**src/hw/rtl/pits_pkg.sv**
```systemverilog
// shared constants, types and arctangent table of the tube sector test
package pits_pkg;

   localparam int COORD_WIDTH   = 32;
   localparam int ANGLE_BITS    = 16;
   localparam int CORDIC_STAGES = 16;

   localparam int ACC_W        = 32;
   localparam int XW           = COORD_WIDTH + 3;
   localparam int ATAN_ENTRIES = 24;
   localparam int IDX_W        = 5;
   localparam int REQ_W        = ((3 * COORD_WIDTH + 7) / 8) * 8;
   localparam int RSP_W        = 8;
   localparam int CSR_IDX_W    = 3;
   localparam int CSR_DATA_W   = COORD_WIDTH;
   localparam int NSTAGE       = CORDIC_STAGES + 2;
   localparam int RAD_JOIN     = 3;

   localparam logic [ACC_W-1:0] HALF_TURN  = ACC_W'(1) << (ACC_W - 1);
   localparam logic [ACC_W-1:0] ROUND_HALF = ACC_W'(1) << (ACC_W - 1 - ANGLE_BITS);

   typedef enum logic [CSR_IDX_W-1:0] {
      CSR_INNER_RADIUS  = 3'd0,
      CSR_OUTER_RADIUS  = 3'd1,
      CSR_TUBE_LENGTH   = 3'd2,
      CSR_SECTOR_ENABLE = 3'd3,
      CSR_SECTOR_START  = 3'd4,
      CSR_SECTOR_SPAN   = 3'd5
   } csr_reg_type;

   typedef struct packed {
      logic [COORD_WIDTH-2:0]      inner_radius;
      logic [COORD_WIDTH-2:0]      outer_radius;
      logic [COORD_WIDTH-1:0]      tube_length;
      logic                        sector_enable;
      logic signed [ANGLE_BITS:0]  sector_start;
      logic [ANGLE_BITS:0]         sector_span;
   } cfg_type;

   typedef struct packed {
      logic signed [XW-1:0] x;
      logic signed [XW-1:0] y;
      logic [ACC_W-1:0]     acc;
      logic                 origin;
      logic                 z_ok;
      logic                 rad_ok;
   } cordic_type;

   function automatic logic [ACC_W-1:0] atan_turn(input logic [IDX_W-1:0] idx);
      logic [ACC_W-1:0] val;
      case (idx)
         5'd0:    val = 32'h2000_0000;
         5'd1:    val = 32'h12E4_051E;
         5'd2:    val = 32'h09FB_385B;
         5'd3:    val = 32'h0511_11D4;
         5'd4:    val = 32'h028B_0D43;
         5'd5:    val = 32'h0145_D7E1;
         5'd6:    val = 32'h00A2_F61E;
         5'd7:    val = 32'h0051_7C55;
         5'd8:    val = 32'h0028_BE53;
         5'd9:    val = 32'h0014_5F2F;
         5'd10:   val = 32'h000A_2F98;
         5'd11:   val = 32'h0005_17CC;
         5'd12:   val = 32'h0002_8BE6;
         5'd13:   val = 32'h0001_45F3;
         5'd14:   val = 32'h0000_A2FA;
         5'd15:   val = 32'h0000_517D;
         5'd16:   val = 32'h0000_28BE;
         5'd17:   val = 32'h0000_145F;
         5'd18:   val = 32'h0000_0A30;
         5'd19:   val = 32'h0000_0518;
         5'd20:   val = 32'h0000_028C;
         5'd21:   val = 32'h0000_0146;
         5'd22:   val = 32'h0000_00A3;
         5'd23:   val = 32'h0000_0051;
         default: val = '0;
      endcase
      return val;
   endfunction

endpackage

```
**src/hw/rtl/pits_sector.sv**
```systemverilog
// azimuth rounding, sector window and final decision register
module pits_sector
   import pits_pkg::*;
(
   input  logic       clock,
   input  logic       en,
   input  cfg_type    cfg,
   input  cordic_type d,
   output logic       in_tube
);

   localparam logic signed [ANGLE_BITS+2:0] FULL_TURN = (ANGLE_BITS+3)'(1) << ANGLE_BITS;

   logic [ACC_W-1:0]               acc_r;
   logic [ANGLE_BITS-1:0]          phi;
   logic signed [ANGLE_BITS+2:0]   phi_s, start_s, span_s, end_s, wrap_s;
   logic                           sec_ok, inside_in, inside_ff;

   always_comb begin
      acc_r   = d.acc + ROUND_HALF;
      phi     = d.origin ? '0 : acc_r[ACC_W-1 -: ANGLE_BITS];
      phi_s   = {3'b000, phi};
      start_s = {{2{cfg.sector_start[ANGLE_BITS]}}, cfg.sector_start};
      span_s  = {2'b00, cfg.sector_span};
      end_s   = start_s + span_s;
      wrap_s  = start_s + FULL_TURN;
      if (!start_s[ANGLE_BITS+2]) begin
         sec_ok = !((phi_s < start_s) || (phi_s > end_s));
      end else begin
         sec_ok = !((phi_s < wrap_s) && (phi_s > end_s));
      end
      inside_in = d.z_ok && d.rad_ok && (!cfg.sector_enable || sec_ok);
   end

   always_ff @(posedge clock) begin
      if (en) begin
         inside_ff <= inside_in;
      end
   end

   assign in_tube = inside_ff;

endmodule

```
**config.mk**
```make
export PLATFORM = sky130hd
export DESIGN_NAME = pits_sector
export DESIGN_NICKNAME = d
export VERILOG_FILES = /design/src/hw/rtl/pits_pkg.sv /design/src/hw/rtl/pits_sector.sv
export SDC_FILE = /design/constraint.sdc
export NUM_CORES = 1
export LEC_CHECK = 0
export ABC_AREA = 1
export BUFFER_PORTS_ARGS = -buffer_cell sky130_fd_sc_hd__buf_2
export CAP_MARGIN = 20
export CORE_AREA = 10 10 76 103
export CTS_CLUSTER_SIZE = 8
export DETAILED_ROUTE_END_ITERATION = 7
export DIE_AREA = 0 0 86 113
export PLACE_DENSITY = 0.87
export SLEW_MARGIN = 10
export SYNTH_ARGS = -nofsm -noshare
export SYNTH_HDL_FRONTEND = slang
export SYNTH_SLANG_ARGS = --single-unit
```
**constraint.sdc**
```tcl
create_clock -name clock -period 5.65 [get_ports clock]
set_input_delay 1.13 -clock clock [delete_from_list [all_inputs] [get_ports clock]]
set_output_delay 1.13 -clock clock [all_outputs]
set_load 0.01 [all_outputs]
```
==> metrics <==
# rows=33; WL final=6330 um; Req. time, crit path=~5.5 ns; vias in the first global route=roughly 2.7k; Synth top area share=0.271; worst-margin pin slew=0.401 ns; endpoints failing setup=0; drt pass-1 iters=4; Mapped Nets=~690; RSZ-0062 raised after global routing=false; post-route ant nets=0; Worst Setup End Kind=flop; Post-CTS Hold Fix Bufs=0; Hold Path Origin=en; register area share after synthesis=0.0130; core area=0.00590 sq mm; Cells after Synth=398; relative slew slack=0.732; multi-input gate area in the final layout=0.00204 sq mm; starting density of the core=0.391; Avg Cell Area, Syn=5.81 sq um; Via density=4.98; initial antenna violation count=0; WP data arrival=4.18 ns; gr usage total=0.128; most frequent cells in the layout=nand2_1 (123), inv_1 (62), buf_2 (57); Largest register FFs=1; power density cells=92.1 mW/mm^2; grt ovf=0; Lkg Pwr=between 1.5 and 2 nW; Tmin final=4.33 ns; Yosys reg bits=1; first-pass GRT wire length=11,100 um; Die X=between 80 and 90 um; DR WL/cell=12.1 um; dominant cell type by area after synthesis=ha_1; Startpoint Class=input pin; antenna cell count=0; status=finished clean; Hold EP=in_tube; initial DRC count=118; drt drc=0; die area=0.00972 sq mm; synth top area cells=ha_1 (27%), nand2_1 (20%), inv_1 (10%); commonest non-fill, non-tap cell in the layout=nand2_1; postcts setup bufs=0; largest net degree at the start of global routing=11; Slew Viols, Final=0; Worst-path clk slew=0 ns; Peak Freq=0.231 GHz; HPWL Detailed=between 5000 and 6000 um; Die Height=113 um; max-cap violations=0; Final #Nets=744; Synth Cell Area=0.00231 sq mm; CP Class=input pin to flop; Tcrit/Tclk final=0.766; Max FO, Critical Path=3; fillcell total=approximately 640; final hold vios=0; Final Util=0.455; post-placement cell area=0.00268 sq mm; Synthesis Warnings=0; PortBufs=57; hold path cells=1; Area growth syn-to-layout=16.1%; post-cts resize count=0; TNS Setup=0 ns; Distinct cells, synth=35; register area=30.0 sq um; Placer Congestion=0.878; layout cell share with drive strength beyond 1=0.171; IO Count=237; Max IR drop VDD=0.0000499 V; DR vias=2,615; class of the worst hold path=input pin to flop; post-route cell area=0.00268 sq mm
## cells by family (layout without fill, tap and decap cells)
family / count (synthesis) / in the layout / synth area share
AO/OA/AOI/OAI: 58 / 58 / 0.142
AND/OR/NAND/NOR: 208 / 208 / 0.403
buffers and inverters: 65 / 122 / 0.106
adder cells (fa/ha/maj): 51 / 51 / 0.279
XOR/XNOR: 15 / 15 / 0.0569
flip-flops: 1 / 1 / 0.0130
## report_power, final
group | total (mW) | switching (mW) | internal, mW
Clock | 0 | 0 | 0
Sequential | 0.00913 | 0.0000929 | 0.00904
Combinational | 0.238 | 0.141 | 0.0970
Total | 0.247 | 0.141 | 0.106
## worst max path at each step
stage                     startpoint      end  slack (ns)  cells after the start
after global placement       cfg[17]  in_tube        1.39                     20
after floorplan               cfg[0]  in_tube        2.02                     18
after global routing         cfg[17]  in_tube        0.98                     20
final                        cfg[17]  in_tube        1.32                     20
after detailed placement     cfg[17]  in_tube        1.35                     20
after CTS                    cfg[17]  in_tube        1.33                     20
## metrics by stage
step	std cells	power, mW	hold slack, ns	worst slack (ns)
final	525	0.247	1.33	1.32
after global routing	525	0.286	1.34	0.978
after CTS	525	0.246	1.33	1.33
after detailed placement	525	0.245	1.33	1.35
after global placement	525	0.238	1.33	1.39
after floorplan	398	0.178	1.24	2.02
## routing by layer
metal  vias to the layer above  track usage  share of wire
met1                      1134        0.146           0.42
met5                         -            0              0
met2                        56        0.246           0.52
li1                       1417            -              -
met4                         0       0.0209          0.014
met3                         8       0.0151          0.052
## cells in the mapped netlist
master    count
nor3_4        1
a22oi_1       1
o211ai_1      1
nor3b_1       1
nand4_1       6
nand2_4       1
fa_1          1
o21ai_0      12
inv_1        62
nor2_4        3
and3_1        1
nor2_2        1
nor3_2        2
a21oi_1      28
nor4_1        1
nand4_2       2
nand2_1     123
o21ai_1       1
a31oi_1       6
a21o_1        2
o21bai_1      1
ha_1         50
o21a_1        3
xnor2_1       7
nand3_1      14
and2_1        2
nor3_1        4
inv_2         3
nand3_2       2
a21oi_2       3
edfxtp_1      1
xor2_1        8
nor2_1       40
nand2_2       3
nand3b_1      1
## worst max-delay path: stages
cell     delay, ns
buf_2         0.12
ha_1          0.23
fa_1          0.45
nand3_1       0.10
nand3_1       0.13
nand2_1       0.09
nand2_1       0.08
nand2_1       0.07
nand2_1       0.08
a31oi_1       0.22
xor2_1        0.11
ha_1          0.30
nand2_1       0.06
nor3b_1       0.36
nand4_1       0.15
nor2_1        0.14
a21oi_1       0.06
nand3_1       0.08
nand2_1       0.09
a21oi_2       0.12
## layout make-up
| cell class | instances | share of cell area |
|---|---|---|
| timing repair buffer | 57 | 0.106 |
| inverter | 65 | 0.0909 |
| multi-input combinational | 332 | 0.759 |
| sequential | 1 | 0.0112 |
| tap | 70 | 0.0326 |
Note: power is estimated with default switching activity, not from simulation.
