$ cat config.mk
export PLATFORM = sky130hd
export DESIGN_NAME = pits_front
export DESIGN_NICKNAME = d
export VERILOG_FILES = /design/src/hw/rtl/pits_pkg.sv /design/src/hw/rtl/pits_front.sv
export SDC_FILE = /design/constraint.sdc
export NUM_CORES = 1
export LEC_CHECK = 0
export BUFFER_PORTS_ARGS = -buffer_cell sky130_fd_sc_hd__buf_2
export CAP_MARGIN = 20
export CORE_AREA = 10 10 146 148
export DETAILED_ROUTE_END_ITERATION = 12
export DIE_AREA = 0 0 156 158
export HOLD_SLACK_MARGIN = 0.12
export MAX_ROUTING_LAYER = met4
export PLACE_DENSITY_LB_ADDON = 0.08
export SYNTH_ARGS = -nofsm -noshare
export SYNTH_HDL_FRONTEND = slang
export SYNTH_SLANG_ARGS = --single-unit
$ cat constraint.sdc
create_clock -name clock -period 6.14 [get_ports clock]
set_clock_uncertainty 0.05 [all_clocks]
set_input_delay 0.921 -clock clock [delete_from_list [all_inputs] [get_ports clock]]
set_output_delay 0.921 -clock clock [all_outputs]
set_load 0.01 [all_outputs]
$ cat src/hw/rtl/pits_pkg.sv
// shared constants, types and arctangent table of the tube sector test
package pits_pkg;

   localparam int COORD_WIDTH   = 32;
   localparam int ANGLE_BITS    = 16;
   localparam int CORDIC_STAGES = 16;

   localparam int ACC_W        = 32;
   localparam int XW           = COORD_WIDTH + 3;
   localparam int ATAN_ENTRIES = 24;
   localparam int IDX_W        = 5;
   localparam int REQ_W        = ((3 * COORD_WIDTH + 7) / 8) * 8;
   localparam int RSP_W        = 8;
   localparam int CSR_IDX_W    = 3;
   localparam int CSR_DATA_W   = COORD_WIDTH;
   localparam int NSTAGE       = CORDIC_STAGES + 2;
   localparam int RAD_JOIN     = 3;

   localparam logic [ACC_W-1:0] HALF_TURN  = ACC_W'(1) << (ACC_W - 1);
   localparam logic [ACC_W-1:0] ROUND_HALF = ACC_W'(1) << (ACC_W - 1 - ANGLE_BITS);

   typedef enum logic [CSR_IDX_W-1:0] {
      CSR_INNER_RADIUS  = 3'd0,
      CSR_OUTER_RADIUS  = 3'd1,
      CSR_TUBE_LENGTH   = 3'd2,
      CSR_SECTOR_ENABLE = 3'd3,
      CSR_SECTOR_START  = 3'd4,
      CSR_SECTOR_SPAN   = 3'd5
   } csr_reg_type;

   typedef struct packed {
      logic [COORD_WIDTH-2:0]      inner_radius;
      logic [COORD_WIDTH-2:0]      outer_radius;
      logic [COORD_WIDTH-1:0]      tube_length;
      logic                        sector_enable;
      logic signed [ANGLE_BITS:0]  sector_start;
      logic [ANGLE_BITS:0]         sector_span;
   } cfg_type;

   typedef struct packed {
      logic signed [XW-1:0] x;
      logic signed [XW-1:0] y;
      logic [ACC_W-1:0]     acc;
      logic                 origin;
      logic                 z_ok;
      logic                 rad_ok;
   } cordic_type;

   function automatic logic [ACC_W-1:0] atan_turn(input logic [IDX_W-1:0] idx);
      logic [ACC_W-1:0] val;
      case (idx)
         5'd0:    val = 32'h2000_0000;
         5'd1:    val = 32'h12E4_051E;
         5'd2:    val = 32'h09FB_385B;
         5'd3:    val = 32'h0511_11D4;
         5'd4:    val = 32'h028B_0D43;
         5'd5:    val = 32'h0145_D7E1;
         5'd6:    val = 32'h00A2_F61E;
         5'd7:    val = 32'h0051_7C55;
         5'd8:    val = 32'h0028_BE53;
         5'd9:    val = 32'h0014_5F2F;
         5'd10:   val = 32'h000A_2F98;
         5'd11:   val = 32'h0005_17CC;
         5'd12:   val = 32'h0002_8BE6;
         5'd13:   val = 32'h0001_45F3;
         5'd14:   val = 32'h0000_A2FA;
         5'd15:   val = 32'h0000_517D;
         5'd16:   val = 32'h0000_28BE;
         5'd17:   val = 32'h0000_145F;
         5'd18:   val = 32'h0000_0A30;
         5'd19:   val = 32'h0000_0518;
         5'd20:   val = 32'h0000_028C;
         5'd21:   val = 32'h0000_0146;
         5'd22:   val = 32'h0000_00A3;
         5'd23:   val = 32'h0000_0051;
         default: val = '0;
      endcase
      return val;
   endfunction

endpackage

$ cat src/hw/rtl/pits_front.sv
// input stage: unpack, half-turn pre-rotation, magnitudes and z range test
module pits_front
   import pits_pkg::*;
(
   input  logic                   clock,
   input  logic                   en,
   input  logic [REQ_W-1:0]       req_data,
   input  cfg_type                cfg,
   output cordic_type             stage_q,
   output logic [COORD_WIDTH-1:0] mx_q,
   output logic [COORD_WIDTH-1:0] my_q
);

   logic [COORD_WIDTH-1:0] xu, yu, zu, zm;
   logic signed [XW-1:0]   xe, ye;
   logic                   neg;
   cordic_type             stage_in, stage_ff;
   logic [COORD_WIDTH-1:0] mx_in, my_in, mx_ff, my_ff;

   assign xu = req_data[COORD_WIDTH-1:0];
   assign yu = req_data[2*COORD_WIDTH-1:COORD_WIDTH];
   assign zu = req_data[3*COORD_WIDTH-1:2*COORD_WIDTH];

   always_comb begin
      xe  = {{(XW-COORD_WIDTH){xu[COORD_WIDTH-1]}}, xu};
      ye  = {{(XW-COORD_WIDTH){yu[COORD_WIDTH-1]}}, yu};
      neg = xu[COORD_WIDTH-1];
      stage_in.x      = neg ? -xe : xe;
      stage_in.y      = neg ? -ye : ye;
      stage_in.acc    = neg ? HALF_TURN : '0;
      stage_in.origin = (xu == '0) && (yu == '0);
      mx_in = xu[COORD_WIDTH-1] ? (~xu + COORD_WIDTH'(1)) : xu;
      my_in = yu[COORD_WIDTH-1] ? (~yu + COORD_WIDTH'(1)) : yu;
      zm    = zu[COORD_WIDTH-1] ? (~zu + COORD_WIDTH'(1)) : zu;
      stage_in.z_ok   = !({zm, 1'b0} > {1'b0, cfg.tube_length});
      stage_in.rad_ok = 1'b0;
   end

   always_ff @(posedge clock) begin
      if (en) begin
         stage_ff <= stage_in;
         mx_ff    <= mx_in;
         my_ff    <= my_in;
      end
   end

   assign stage_q = stage_ff;
   assign mx_q    = mx_ff;
   assign my_q    = my_ff;

endmodule

==> flow_summary.ini <==
[routing]
route.antenna.remaining_nets = 0
drt_first_iter_violations = 291
postRouteWirelength_mm = 20.0
drt_first_pass_iters = 5
wl_per_cell_um = 17.8
remaining_drc_errors = 0
vias = 5413
vias_per_cell = 4.82

[cts]
clk_pin_slew_ns = 0.08
tritoncts = done
hold_bufs_at_cts = 0
clk_root_buffer_cell = clkbuf_16
numClockSinks = 104
cts_setup_buffers = 0
h-tree-depth = 3
ctsResizeCount = 0
cts_inserted_buffers = 9
clock_buffer_depth = 2

[cells_and_area]
area_delta_synth_final_pct = 22.2
finish.utilization_pct = 45.4
ff_latch_area_um2 = 3120
multiInputGateArea_um2 = 3150
finalNetCount = 1143
drive_gt1_share_pct = 33.4
fill_cells = 1790

[yosys]
synth-edff-count = 104
synth-main-ff-cell = edfxtp_1
yosys_register_bits = 104
synth_seq_area_share_pct = 45.6
post_synth_instance_area_um2 = 6850
synth.yosys.warnings = 0
synth.avg_cell_area_um2 = 10.5
netlist-cell-type-count = 48
gate_count_post_synth = 654
async_flop_share_pct = 0

[flow_run]
max_cap_violations = 0

[die]
die_area_um2 = 24600
dieHeight_um = 158
initial_utilization_pct = 37.1
die_w_um = 156
core-area_um2 = 18500
rows = 50
count_of_pins_on_the_block_boundary = 396

[setup_path]
cp_slowest_cell = or4b_2
worstPathCellList = buf_2 -> inv_1 -> ha_1 -> or4b_2 -> nor3_1 -> nand2_1 -> o31ai_1 -> xnor2_1 -> ha_1 -> nand4_1 -> nor4_1 -> and4_1 -> nand4_1 -> o2bb2ai_1 -> a31oi_1
critPathMaxFanout = 6
critical_path.startpoint_type = input port
end_kind = flop
critPathRequiredTime_ns = 6.29
critPathKind = in2reg
cp.arrival_ns = 4.46
biggest_cell_delay_along_the_critical_path_ns = 0.61

[min_path]
hold_start = req_data[0]
hold_depth = 1
hold-path-endpoint = stage_q[70]$_DFFE_PP_
min_path_type = in2reg

[place]
portBuffers = 266
dp_hpwl_mm = 16.2
dp_worst_setup_slack_ns = 1.40
gpl.final_weighted_congestion = 0.867

[sta]
grt_setup_unrepaired = no
timing_worst_slew_pin_value_ns = 0.772
finalWorstPathRequiredPeriod_ns = 4.31
finalHoldViolCount = 0
post_route_setup_tns_ns = 0
setup_viol = 0
period_share_pct = 70.2
slew-limit-headroom_pct = 48.6
timing_max_transition_violations_final = 0
setup_ws_ns = 1.83
achievable-frequency_mhz = 232

[global_routing]
grt.overflow.total = 0
grt_max_degree = 69
grt_antenna_before_repair = 1
grt.total_usage_pct = 16.3
grt_pass1_wl_mm = 30.9
vias_in_the_first_global_route = 5909

[pwr]
vdd.ir_drop.worst_v = 0.000132
total_power_divided_by_cell_area_nw_per_um2 = 233
cellLeakagePower_nw = 3.56

[run_status]
outcome = finished clean
==> registers in the layout, summed over array words and instances, names as in the netlist <==
signal and flops:
my_q 31, stage_q 73
==> per-stage QoR <==
stage / power, mW / instance area [µm²] / std cells / hold slack [ns]
2_1_floorplan: 1.18 / 6980 / 688 / 0.970
3_3_place_gp: 1.35 / 8060 / 1105 / 1.12
3_5_place_dp: 1.36 / 8060 / 1105 / 1.12
4_1_cts: 1.98 / 8370 / 1121 / 0.742
5_1_grt: 2.06 / 8370 / 1122 / 0.754
6_report: 1.95 / 8370 / 1122 / 0.759
==> logic make-up (layout without fill, tap and decap cells) <==
group / Yosys count / count (layout) / share of synthesized area (%)
adder cells (fa/ha/maj): 34 / 34 / 6.21
other: 1 / 36 / 0.0547
AND/OR/NAND/NOR: 176 / 176 / 13.4
XOR/XNOR: 117 / 117 / 15.0
flip-flops: 104 / 104 / 45.6
buffers and inverters: 124 / 323 / 10.4
AO/OA/AOI/OAI: 98 / 98 / 9.42
==> critical path: cells and delay by family <==
kind | cells | cell delay (ns)
buffers and inverters | 2 | 0.17
xor gates and xnor gates | 1 | 0.11
AOI/OAI and AO/OA | 3 | 0.62
and+or+nand+nor | 7 | 2.14
adders and majority gates | 2 | 0.48
==> synth_stat cells, drive strengths merged (9+ instances only) <==
library cell / instances / area, µm²
or4: 12 / 97.6
inv: 39 / 146
or3: 16 / 125
ha: 34 / 425
a21oi: 9 / 45.0
o21ai: 41 / 205
o31ai: 27 / 208
clkbuf: 14 / 52.6
nor3: 12 / 65.1
edfxtp: 104 / 3120
xnor2: 116 / 1020
buf: 71 / 513
nand2: 73 / 274
nor2: 17 / 63.8
nand2b: 11 / 68.8
nand3: 10 / 50.1
==> power breakdown <==
group,switching [mW],total (mW),internal (mW)
clock network,0.288,0.615,0.327
logic,0.255,0.442,0.187
registers,0.0257,0.897,0.871
total,0.569,1.95,1.38
==> worst max-delay path by stage <==
stage	start	endpoint	slack [ns]	cells after the start
3_3_place_gp	req_data[64]	stage_q[1]$_DFFE_PP_	1.50	15
3_5_place_dp	req_data[64]	stage_q[1]$_DFFE_PP_	1.40	15
6_report	req_data[64]	stage_q[1]$_DFFE_PP_	1.83	15
2_1_floorplan	req_data[65]	stage_q[1]$_DFFE_PP_	2.19	14
5_1_grt	req_data[64]	stage_q[1]$_DFFE_PP_	1.52	15
4_1_cts	req_data[64]	stage_q[1]$_DFFE_PP_	1.81	15
==> routing by layer <==
layer	track usage [%]	part of all wire, %	vias up
met2	27.1	48	224
met1	19.0	42	2503
met5	-	0	-
met3	4.72	7.9	17
met4	4.18	1.3	0
li1	-	-	2669
==> area by class of cell <==
cell class | instances | area share, %
antenna | 1 | 0.0299
clock buffer | 10 | 2.74
clock inverter | 6 | 1.00
inverter | 39 | 1.75
multi-input combinational | 460 | 37.6
sequential | 104 | 37.3
tap | 234 | 3.50
timing repair buffer | 268 | 16.1
==> layout by cell type, fill, tap and decap left out, drive strengths merged, types with 8 or more instances in the layout <==
master and n:
inv 42, a21oi 9, nand2b 11, o21ai 41, edfxtp 104, o41ai 8
nor2 17, nand2 73, o31ai 27, conb 35, or4 12, ha 34
xnor2 116, nand3 10, nor3 12, buf 268, or3 16, clkbuf 10
Power figures use the tool's default switching activity.
