[config.mk]
export PLATFORM = sky130hd
export DESIGN_NAME = pits_cordic_stage
export DESIGN_NICKNAME = d
export VERILOG_FILES = /design/src/hw/rtl/pits_pkg.sv /design/src/hw/rtl/pits_cordic_stage.sv
export SDC_FILE = /design/constraint.sdc
export NUM_CORES = 1
export LEC_CHECK = 0
export CAP_MARGIN = 20
export CORE_ASPECT_RATIO = 0.7
export CORE_MARGIN = 5
export CORE_UTILIZATION = 56
export CTS_BUF_LIST = sky130_fd_sc_hd__clkbuf_8 sky130_fd_sc_hd__clkbuf_16
export DETAILED_ROUTE_END_ITERATION = 7
export DONT_BUFFER_PORTS = 1
export GPL_TIMING_DRIVEN = 1
export PLACE_DENSITY = 0.71
export SYNTH_ARGS = -nofsm -noshare
export SYNTH_HDL_FRONTEND = slang
export SYNTH_SLANG_ARGS = --single-unit
[constraint.sdc]
create_clock -name clock -period 15.05 [get_ports clock]
set_clock_uncertainty 0.05 [all_clocks]
set_input_delay 3.01 -clock clock [delete_from_list [all_inputs] [get_ports clock]]
set_output_delay 3.01 -clock clock [all_outputs]
set_load 0.02 [all_outputs]
[src/hw/rtl/pits_pkg.sv]
// shared constants, types and arctangent table of the tube sector test
package pits_pkg;

   localparam int COORD_WIDTH   = 32;
   localparam int ANGLE_BITS    = 16;
   localparam int CORDIC_STAGES = 16;

   localparam int ACC_W        = 32;
   localparam int XW           = COORD_WIDTH + 3;
   localparam int ATAN_ENTRIES = 24;
   localparam int IDX_W        = 5;
   localparam int REQ_W        = ((3 * COORD_WIDTH + 7) / 8) * 8;
   localparam int RSP_W        = 8;
   localparam int CSR_IDX_W    = 3;
   localparam int CSR_DATA_W   = COORD_WIDTH;
   localparam int NSTAGE       = CORDIC_STAGES + 2;
   localparam int RAD_JOIN     = 3;

   localparam logic [ACC_W-1:0] HALF_TURN  = ACC_W'(1) << (ACC_W - 1);
   localparam logic [ACC_W-1:0] ROUND_HALF = ACC_W'(1) << (ACC_W - 1 - ANGLE_BITS);

   typedef enum logic [CSR_IDX_W-1:0] {
      CSR_INNER_RADIUS  = 3'd0,
      CSR_OUTER_RADIUS  = 3'd1,
      CSR_TUBE_LENGTH   = 3'd2,
      CSR_SECTOR_ENABLE = 3'd3,
      CSR_SECTOR_START  = 3'd4,
      CSR_SECTOR_SPAN   = 3'd5
   } csr_reg_type;

   typedef struct packed {
      logic [COORD_WIDTH-2:0]      inner_radius;
      logic [COORD_WIDTH-2:0]      outer_radius;
      logic [COORD_WIDTH-1:0]      tube_length;
      logic                        sector_enable;
      logic signed [ANGLE_BITS:0]  sector_start;
      logic [ANGLE_BITS:0]         sector_span;
   } cfg_type;

   typedef struct packed {
      logic signed [XW-1:0] x;
      logic signed [XW-1:0] y;
      logic [ACC_W-1:0]     acc;
      logic                 origin;
      logic                 z_ok;
      logic                 rad_ok;
   } cordic_type;

   function automatic logic [ACC_W-1:0] atan_turn(input logic [IDX_W-1:0] idx);
      logic [ACC_W-1:0] val;
      case (idx)
         5'd0:    val = 32'h2000_0000;
         5'd1:    val = 32'h12E4_051E;
         5'd2:    val = 32'h09FB_385B;
         5'd3:    val = 32'h0511_11D4;
         5'd4:    val = 32'h028B_0D43;
         5'd5:    val = 32'h0145_D7E1;
         5'd6:    val = 32'h00A2_F61E;
         5'd7:    val = 32'h0051_7C55;
         5'd8:    val = 32'h0028_BE53;
         5'd9:    val = 32'h0014_5F2F;
         5'd10:   val = 32'h000A_2F98;
         5'd11:   val = 32'h0005_17CC;
         5'd12:   val = 32'h0002_8BE6;
         5'd13:   val = 32'h0001_45F3;
         5'd14:   val = 32'h0000_A2FA;
         5'd15:   val = 32'h0000_517D;
         5'd16:   val = 32'h0000_28BE;
         5'd17:   val = 32'h0000_145F;
         5'd18:   val = 32'h0000_0A30;
         5'd19:   val = 32'h0000_0518;
         5'd20:   val = 32'h0000_028C;
         5'd21:   val = 32'h0000_0146;
         5'd22:   val = 32'h0000_00A3;
         5'd23:   val = 32'h0000_0051;
         default: val = '0;
      endcase
      return val;
   endfunction

endpackage

[src/hw/rtl/pits_cordic_stage.sv]
// one vectoring micro-rotation with its angle update
module pits_cordic_stage
   import pits_pkg::*;
(
   input  logic             clock,
   input  logic             en,
   input  logic [IDX_W-1:0] stage_idx,
   input  cordic_type       d,
   output cordic_type       q
);

   logic signed [XW-1:0] xs, ys, dx, dy;
   logic [ACC_W-1:0]     ang;
   logic                 pos;
   cordic_type           q_in, q_ff;

   always_comb begin
      xs  = d.x;
      ys  = d.y;
      dx  = ys >>> stage_idx;
      dy  = xs >>> stage_idx;
      ang = atan_turn(stage_idx);
      pos = !ys[XW-1] && (ys != '0);
      q_in = d;
      if (pos) begin
         q_in.x   = xs + dx;
         q_in.y   = ys - dy;
         q_in.acc = d.acc + ang;
      end else begin
         q_in.x   = xs - dx;
         q_in.y   = ys + dy;
         q_in.acc = d.acc - ang;
      end
   end

   always_ff @(posedge clock) begin
      if (en) begin
         q_ff <= q_in;
      end
   end

   assign q = q_ff;

endmodule

==> flow_metrics.tcl, run 1 <==
set metrics [dict create \
    area_growth_pct 2.05 \
    die_h_um 152 \
    routed_wl_um 58100 \
    setup_viol 0 \
    globalplace.congestion 1.02 \
    synth.distinct_cells 95 \
    synth_ff_type "edfxtp_1" \
    ant_nets 0 \
    worstMarginPinSlew_ns 1.13 \
    tns_ns 0 \
    drt-initial-drc-count 2389 \
    crit_path_frequent_cell "a21oi_1" \
    fp.coreArea_mm2 0.0280 \
    tritoncts "done" \
    regArea_mm2 0.00315 \
    die-area_mm2 0.0322 \
    vias 15000 \
    synth_cells 1802 \
    hold_violations 0 \
    min_from "d[0]" \
    die_w_um 212 \
    synth_edf_count 105 \
    crit_chain "inv_2 -> nand2_1 -> a21oi_1 -> a221oi_1 -> ha_1 -> and3_1 -> and2_1 -> nand4_1 -> nand2_1 -> xor2_1 -> ha_1 -> and3_1 -> and2_1 -> a221oi_1 -> or4b_2 -> a21oi_1 -> nor3_1 -> o31ai_1 -> o21bai_1 -> a21oi_1 -> xnor2_1" \
    multiInputGateArea_mm2 0.0122 \
    firstDrtPassIters 6 \
    peakVddDrop_v 0.0000700 \
    io_buffers 0 \
    drv_cap 0 \
    holdBufCountCts 0 \
    grt_setup_unrepaired "no" \
    outcome "completed" \
    slowest_stage "nand2_1" \
    async_flop_share 0 \
    cp.arrival_ns 9.38 \
    vias_per_cell 7.15 \
    hold_class "input port to flop" \
    crit_path_end "q[34]" \
    startpoint_type "input port" \
    yosys_warnings 0 \
    drive_above_1_share 0.108 \
    grt_pass1_wl_um 85900 \
    postCtsSetupRepairBufs 0 \
    ioPinCount 217 \
    synth.avg_cell_area_um2 8.91 \
    required_ns 15.13 \
    fill_cells 2508 \
    path_delay_family "simple AND/OR/NAND/NOR gates" \
    critPathLaunch "stage_idx[3]" \
    row_count 51 \
    cts_max_level 3 \
    final_area_mm2 0.0164 \
    timing.critical_path.buf_inv 1 \
    largest_register_ff_count 105 \
    grt_pass1_vias 13834 \
    final_util 0.585 \
    drv_slew 0 \
    cts-buffers-inserted 9 \
    synth_area_mm2 0.0161 \
    setup_ws_ns 5.76 \
    cts.clk_slew.worst_paths_ns 0.08 \
    clk_path_buf_depth 2 \
    period_share 0.617 \
    grt.total_usage 0.348 \
    hpwl_um 43700 \
    drc 0 \
    relSlewSlack 0.240 \
    holdWs_ns 2.67 \
    antenna_found_initial 0 \
    dpl_cell_area_mm2 0.0161 \
    leakage_nw 6.28 \
    cts_resized 0 \
    cp.depth 21 \
    num_antenna_cells 0 \
    crit_type "input port to flop" \
    ys_ff_latch 105 \
    cpPeakStageDelay_ns 0.83 \
    cts.sinks 105 \
    period_needed_ns 9.29 \
    grt_max_degree 139 \
    fmax_mhz 108 \
    synth-seq-area-share 0.196 \
    crit_fanout 88 \
    wire_per_inst_um 27.7 \
    dp_slack_ns 5.56 \
    gr-total-overflow 0 \
    nets 1945 \
    end_kind "flop" \
    p_per_area_mw_per_mm2 95.8 \
    synth_nets 2025 \
    cts-root-buf "clkbuf_16" \
    start_util 0.573 \
]
## worst min-delay path by stage
stage / to / cells after the start
global route: q[2] / 0
floorplan: q[0] / 0
finish: q[0] / 0
detailed placement: q[2] / 0
CTS: q[0] / 0
global placement: q[0] / 0
## cell usage after synthesis (15+ instances only)
cell      number  area (um2)
a21o_1        38         285
a211oi_1      18         135
a21oi_1      145         726
nor2_1       158         593
mux2i_1       78         781
o21a_1        28         210
nor3_1        36         180
buf_2         31         155
mux4_2        91        2050
nor2b_1       17         106
o22ai_1       16         100
and2_1        26         163
and3_1        15        93.8
inv_1         42         158
a31oi_1       25         156
nand3_1       36         180
o21ai_0       92         460
xor2_1        63         552
edfxtp_1     105        3150
ha_1         108        1350
xnor2_1      108         946
nand2_1      157         589
nand2b_1      20         125
mux2_2        25         282
clkbuf_1      44         165
## per-stage QoR
stage               instances  power, W
detailed placement       2081   0.00131
finish                   2098   0.00157
floorplan                1802   0.00116
CTS                      2097   0.00156
global route             2098   0.00166
global placement         2081   0.00130
## placed cells by master (no fill, tap or decap), types with 13 or more instances in the layout
cell,count
a22oi_1,13
inv_1,43
mux2_2,25
mux4_2,91
a31oi_1,25
nand2b_1,20
nor4_1,13
o21a_1,28
and2_1,26
nor2b_1,17
ha_1,108
nand2_1,157
nor3_1,36
xnor2_1,108
mux2i_1,78
xor2_1,63
a21oi_1,145
a211oi_1,18
o22ai_1,16
and3_1,15
nor2_1,157
edfxtp_1,105
o21ai_0,92
a21o_1,38
nand3_1,36
## area by class of cell
type / count / area share
repair buffers: 13 / 0.00595
clock buffers: 9 / 0.0137
well taps: 371 / 0.0283
multi-input cells: 1549 / 0.746
inverters: 44 / 0.0101
clock inverters: 7 / 0.00328
flip-flops and latches: 105 / 0.192
## cells by family after synthesis
| group | synth area share |
|---|---|
| mux | 0.202 |
| xor+xnor | 0.0932 |
| fa+ha+maj | 0.0879 |
| compound gates | 0.214 |
| flops | 0.196 |
| buf+inv | 0.0426 |
| simple gates | 0.164 |
## layer usage
metal,track usage,up-vias,wire [um]
met5,0,-,0
met4,0.0652,0,959
met3,0.143,76,8930
met2,0.483,1013,23200
met1,0.513,7167,25000
li1,-,6744,-
## where the power goes
group | leakage [nW] | switching [W] | internal [W]
Clock | 0.139 | 0.000124 | 0.000114
Sequential | 1.03 | 0.000127 | 0.000440
Combinational | 5.11 | 0.000441 | 0.000325
No activity file was read; power rests on OpenSTA's default activity.
==> run 2, diff against run 1 <==
--- a/config.mk
+++ b/config.mk
@@ -5,6 +5,7 @@
 export SDC_FILE = /design/constraint.sdc
 export NUM_CORES = 1
 export LEC_CHECK = 0
+export ABC_AREA = 1
 export CAP_MARGIN = 20
 export CORE_ASPECT_RATIO = 0.7
 export CORE_MARGIN = 5
==> constraint.sdc (replaced) <==
create_clock -name clock -period 9.44 [get_ports clock]
set_clock_uncertainty 0.05 [all_clocks]
set_input_delay 1.888 -clock clock [delete_from_list [all_inputs] [get_ports clock]]
set_output_delay 1.888 -clock clock [all_outputs]
set_load 0.02 [all_outputs]
==> flow_metrics.tcl, run 2 <==
set metrics [dict create \
    outcome "completed" \
    largest_register_ff_count 105 \
    io_buffers 0 \
    grt_max_degree 108 \
    firstDrtPassIters 6 \
    synth_area_mm2 0.0156 \
    yosysTopAreaCell "edfxtp_1" \
    peakVddDrop_v 0.000110 \
    hold_path_depth 0 \
    tns_ns 0 \
    drive_above_1_share 0.0498 \
    drt-initial-drc-count 2512 \
    die_w_um 209 \
    die-area_mm2 0.0313 \
    drv_slew 0 \
    hpwl_um 45700 \
    swShare 0.474 \
    hold_class "input port to flop" \
    setup_viol 0 \
    crit_fanout 66 \
    synth_nets 2676 \
    end_kind "flop" \
    antenna_found_initial 0 \
    clock_power_share 0.162 \
    min_from "d[2]" \
    gr-total-overflow 0 \
    grt_pass1_wl_um 87200 \
    layout_commonest_cell "nand2_1" \
    nets 2606 \
    grt.total_usage 0.352 \
    synth.distinct_cells 60 \
    synth_ff_type "edfxtp_1" \
    fmax_mhz 141 \
    internal_power_w 0.00132 \
    fp.coreArea_mm2 0.0276 \
    synth_most_common_cell "nand2_1" \
    final_util 0.575 \
    startpoint_type "input port" \
    required_ns 9.53 \
    cts_resized 0 \
    die_h_um 150 \
    power.share.sequential 0.368 \
    final_cell_mix "nand2_1 (759), nand3_1 (348), inv_1 (180)" \
    synth.avg_cell_area_um2 6.35 \
    hold_violations 0 \
    globalplace.congestion 1.05 \
    cts.clk_slew.worst_paths_ns 0.08 \
    crit_type "input port to flop" \
    synth_area_leaders "edfxtp_1 (20%), nand2_1 (18%), nand3_1 (11%)" \
    wire_per_inst_um 20.8 \
    cp.arrival_ns 7.19 \
    period_share 0.752 \
    synth_cells 2453 \
    clk_path_buf_depth 2 \
    worstMarginPinSlew_ns 1.04 \
    relSlewSlack 0.306 \
    cts-root-buf "clkbuf_16" \
    ys_ff_latch 105 \
    period_needed_ns 7.10 \
    area_growth_pct 2.02 \
    synth_edf_count 105 \
    grt_setup_unrepaired "no" \
    vias 17114 \
    yosys_warnings 0 \
    cts.sinks 105 \
    fill_cells 2795 \
    grt_pass1_vias 15298 \
    ys_top_cells_by_count "nand2_1 (759), nand3_1 (348), inv_1 (181)" \
    holdBufCountCts 0 \
    p_per_area_mw_per_mm2 157 \
    p_switching_w 0.00118 \
    ioPinCount 217 \
    async_flop_share 0 \
    min_to "q[2]" \
    power_frac_comb 0.470 \
    cts-buffers-inserted 9 \
    num_antenna_cells 0 \
    synth-seq-area-share 0.202 \
    leakage_nw 7.56 \
    ant_nets 0 \
    critPathLaunch "stage_idx[1]" \
    row_count 51 \
    drc 0 \
    tritoncts "done" \
    start_util 0.564 \
    drv_cap 0 \
    routed_wl_um 57400 \
    vias_per_cell 6.20 \
    synth.top_cell.area_share 0.202 \
    postCtsSetupRepairBufs 0 \
    cts_max_level 3 \
]
run 2: changes by cell type after synthesis, moves of 23 or more:
cell	delta
inv_1	+139
nand2_1	+602
nand3_1	+312
nor3_1	-28
mux2_2	-25
a21o_1	-31
xnor2_1	-58
xor2_1	+53
o211ai_1	+24
clkbuf_1	-24
mux4_2	-91
inv_2	+23
mux2i_1	-78
run 2: worst max path at each step:
stage	to	cells past startpoint	slack (ns)
after floorplan	q[34]	24	3.40
after CTS	q[34]	24	2.60
after detailed placement	q[63]	28	2.23
final	q[63]	28	2.34
after global placement	q[34]	24	2.30
after global routing	q[63]	28	2.10
run 2: layout make-up:
| type | count | area (um2) | share of cell area |
|---|---|---|---|
| clock buffer | 9 | 225 | 0.0142 |
| clock inverter | 7 | 67.6 | 0.00425 |
| inverter | 210 | 791 | 0.0497 |
| multi-input combinational | 2049 | 11100 | 0.701 |
| sequential | 105 | 3150 | 0.198 |
| tap | 371 | 464 | 0.0292 |
| timing repair buffer | 8 | 60.1 | 0.00378 |
run 2: through the flow:
stage | hold WS [ns] | std cells | total power, W | area [um2] | worst slack [ns]
2_1_floorplan | 1.94 | 2453 | 0.00180 | 15600 | 3.40
3_3_place_gp | 1.94 | 2743 | 0.00206 | 15600 | 2.30
3_5_place_dp | 1.94 | 2743 | 0.00206 | 15600 | 2.23
4_1_cts | 1.55 | 2759 | 0.00248 | 15900 | 2.60
5_1_grt | 1.54 | 2759 | 0.00266 | 15900 | 2.10
6_report | 1.56 | 2759 | 0.00250 | 15900 | 2.34
run 2: worst max-delay path, stage by stage:
cell and delay [ns]:
inv_4 0.49, nor2_1 0.08, buf_4 0.21, inv_1 0.24
o22ai_1 0.13, o21ai_0 0.24, nand2_1 0.07, or2_1 0.26
inv_2 0.11, ha_1 0.19, nand3_1 0.11, nor2_1 0.18
nand2_4 0.09, nor2_8 0.15, nand2_2 0.08, nand2_1 0.12
xor2_1 0.23, ha_1 0.32, nand2_1 0.10, o21ai_0 0.18
a21oi_1 0.38, o21ai_0 0.23, a21oi_1 0.38, o21ai_0 0.20
nand2_1 0.10, nand2_1 0.10, a21oi_1 0.20, xnor2_1 0.09
run 2: logic make-up (layout without fill, tap and decap cells):
group,count (synthesis),in the layout,synth area share
flops,105,105,0.202
fa+ha+maj,111,111,0.0906
xor+xnor,166,166,0.0933
compound gates,382,382,0.142
simple gates,1390,1390,0.388
buf+inv,299,234,0.0833
run 2: power by group through the flow:
stage / registers, W / logic, W / clock network, W
after floorplan: 0.000902 / 0.000902 / 0
after global placement: 0.000934 / 0.00112 / 0
after CTS: 0.000925 / 0.00114 / 0.000409
after detailed placement: 0.000930 / 0.00113 / 0
final: 0.000920 / 0.00118 / 0.000404
after global routing: 0.000931 / 0.00130 / 0.000431
run 2: per-layer routing:
layer  global-route usage  wire, um  vias to the layer above
met4               0.0998      1720                        0
li1                     -         -                     8117
met3                0.106      7350                      104
met1                0.521     25400                     7865
met2                0.493     22900                     1028
met5                    0         0                        -
==> run 3, diff against run 2 <==
--- a/config.mk
+++ b/config.mk
@@ -14,7 +14,7 @@
 export DETAILED_ROUTE_END_ITERATION = 7
 export DONT_BUFFER_PORTS = 1
 export GPL_TIMING_DRIVEN = 1
-export PLACE_DENSITY = 0.71
+export PLACE_DENSITY = 0.74
 export SYNTH_ARGS = -nofsm -noshare
 export SYNTH_HDL_FRONTEND = slang
 export SYNTH_SLANG_ARGS = --single-unit
==> constraint.sdc (replaced) <==
create_clock -name clock -period 5.85 [get_ports clock]
set_clock_uncertainty 0.05 [all_clocks]
set_input_delay 1.17 -clock clock [delete_from_list [all_inputs] [get_ports clock]]
set_output_delay 1.17 -clock clock [all_outputs]
set_load 0.02 [all_outputs]
==> flow_metrics.tcl, run 3 (synthesis results as in run 2) <==
set metrics [dict create \
    leakage_nw 7.74 \
    die_h_um 150 \
    routed_wl_um 56300 \
    crit_type "input port to flop" \
    ant_nets 0 \
    final_util 0.587 \
    period_needed_ns 5.67 \
    worstMarginPinSlew_ns 0.751 \
    hold_class "input port to flop" \
    cts.clk_slew.worst_paths_ns 0.08 \
    p_per_area_mw_per_mm2 250 \
    relSlewSlack 0.499 \
    io_buffers 0 \
    area_growth_pct 4.03 \
    crit_fanout 84 \
    period_share 0.969 \
    grt_max_degree 108 \
    wire_per_inst_um 20.2 \
    vias 16955 \
    fmax_mhz 176 \
    holdWs_ns 0.837 \
    firstDrtPassIters 7 \
    vias_per_cell 6.07 \
    die_w_um 209 \
    cts-buffers-inserted 9 \
    cts_max_level 3 \
    grt_pass1_vias 15553 \
    grt.total_usage 0.349 \
    grt_pass1_wl_um 87100 \
    clk_path_buf_depth 2 \
    hpwl_um 45900 \
    tns_ns 0 \
    hold_path_depth 0 \
    die-area_mm2 0.0313 \
    end_kind "flop" \
    gr-total-overflow 0 \
    fp.coreArea_mm2 0.0276 \
    start_util 0.564 \
    drc 0 \
    layout_commonest_cell "nand2_1" \
    cts-root-buf "clkbuf_16" \
    required_ns 5.93 \
    globalplace.congestion 1.03 \
    outcome "completed" \
    grt_setup_unrepaired "no" \
    startpoint_type "input port" \
    peakVddDrop_v 0.000179 \
    num_antenna_cells 0 \
    tritoncts "done" \
    row_count 51 \
    drt-initial-drc-count 2362 \
    cts.sinks 105 \
    cp.arrival_ns 5.76 \
    nets 2638 \
    largest_register_ff_count 105 \
    setup_viol 0 \
    final_cell_mix "nand2_1 (759), nand3_1 (348), inv_1 (180)" \
    hold_violations 0 \
    fill_cells 2740 \
    drv_cap 0 \
    drive_above_1_share 0.0649 \
    antenna_found_initial 0 \
    ioPinCount 217 \
    drv_slew 0 \
]
run 3: cell types whose count changed in the layout (fill, tap and decap cells not counted), sizes merged:
cell	change
buf	+32
bufinv	-1
clkinv	-1
inv	+2
run 3: path summary, 6_finish.rpt:
path	startpoint	endpoint	slack (ns)
max	stage_idx[2]	q[63]	0.18
min	d[1]	q[1]	0.84
run 3: timing repair:
item | in CTS | in global routing
buffers inserted | 0 | 1
hold buffers | 0 | 0
resized for setup | 0 | 6
endpoints found under the setup margin | 0 | 5
run 3: final cells by class:
type | instances | area (um2) | area share
Clock buffer | 9 | 225 | 0.0139
Inverter | 210 | 793 | 0.0489
Timing Repair Buffer | 40 | 363 | 0.0224
Sequential cell | 105 | 3150 | 0.195
Tap cell | 371 | 464 | 0.0286
Multi-Input combinational cell | 2049 | 11100 | 0.688
Clock inverter | 7 | 62.6 | 0.00386
run 3: critical path, stage by stage:
cell and delay, ns:
inv_2 0.56, nand3_1 0.19, nand3_1 0.22, nand2_1 0.13, nor2_1 0.09, or2_1 0.18, inv_2 0.09, ha_1 0.21
nand3_1 0.11, nor2_1 0.08, nand2_4 0.10, nand2_1 0.10, o21a_1 0.13, xor2_1 0.15, ha_1 0.36, nand2_1 0.08
nor2_1 0.18, a21oi_1 0.17, o21ai_0 0.43, a21oi_1 0.13, o21ai_0 0.39, nand2_1 0.11, nand2_1 0.13, a21oi_1 0.10
xnor2_1 0.13
run 3: layer usage:
layer  vias to the layer above  share of wire  GRT usage
met2                       977           0.40      0.499
met5                         -              0          0
met3                       100           0.13      0.120
met4                         0          0.024     0.0913
li1                       8190              -          -
met1                      7688           0.44      0.502
run 3: stage by stage:
step	area (um2)	total power (W)	cells	setup WS [ns]
floorplan	15600	0.00291	2453	0.523
global placement	15900	0.00334	2774	0.0925
detailed placement	15900	0.00337	2774	-0.0248
CTS	16200	0.00402	2790	0.329
global route	16200	0.00432	2791	0.00161
finish	16200	0.00405	2791	0.178
run 3: power by group:
| part | internal [W] | total (W) | switching [W] |
|---|---|---|---|
| clock network | 0.000300 | 0.000630 | 0.000331 |
| registers | 0.00114 | 0.00148 | 0.000340 |
| logic | 0.000687 | 0.00194 | 0.00125 |
| total | 0.00213 | 0.00405 | 0.00193 |
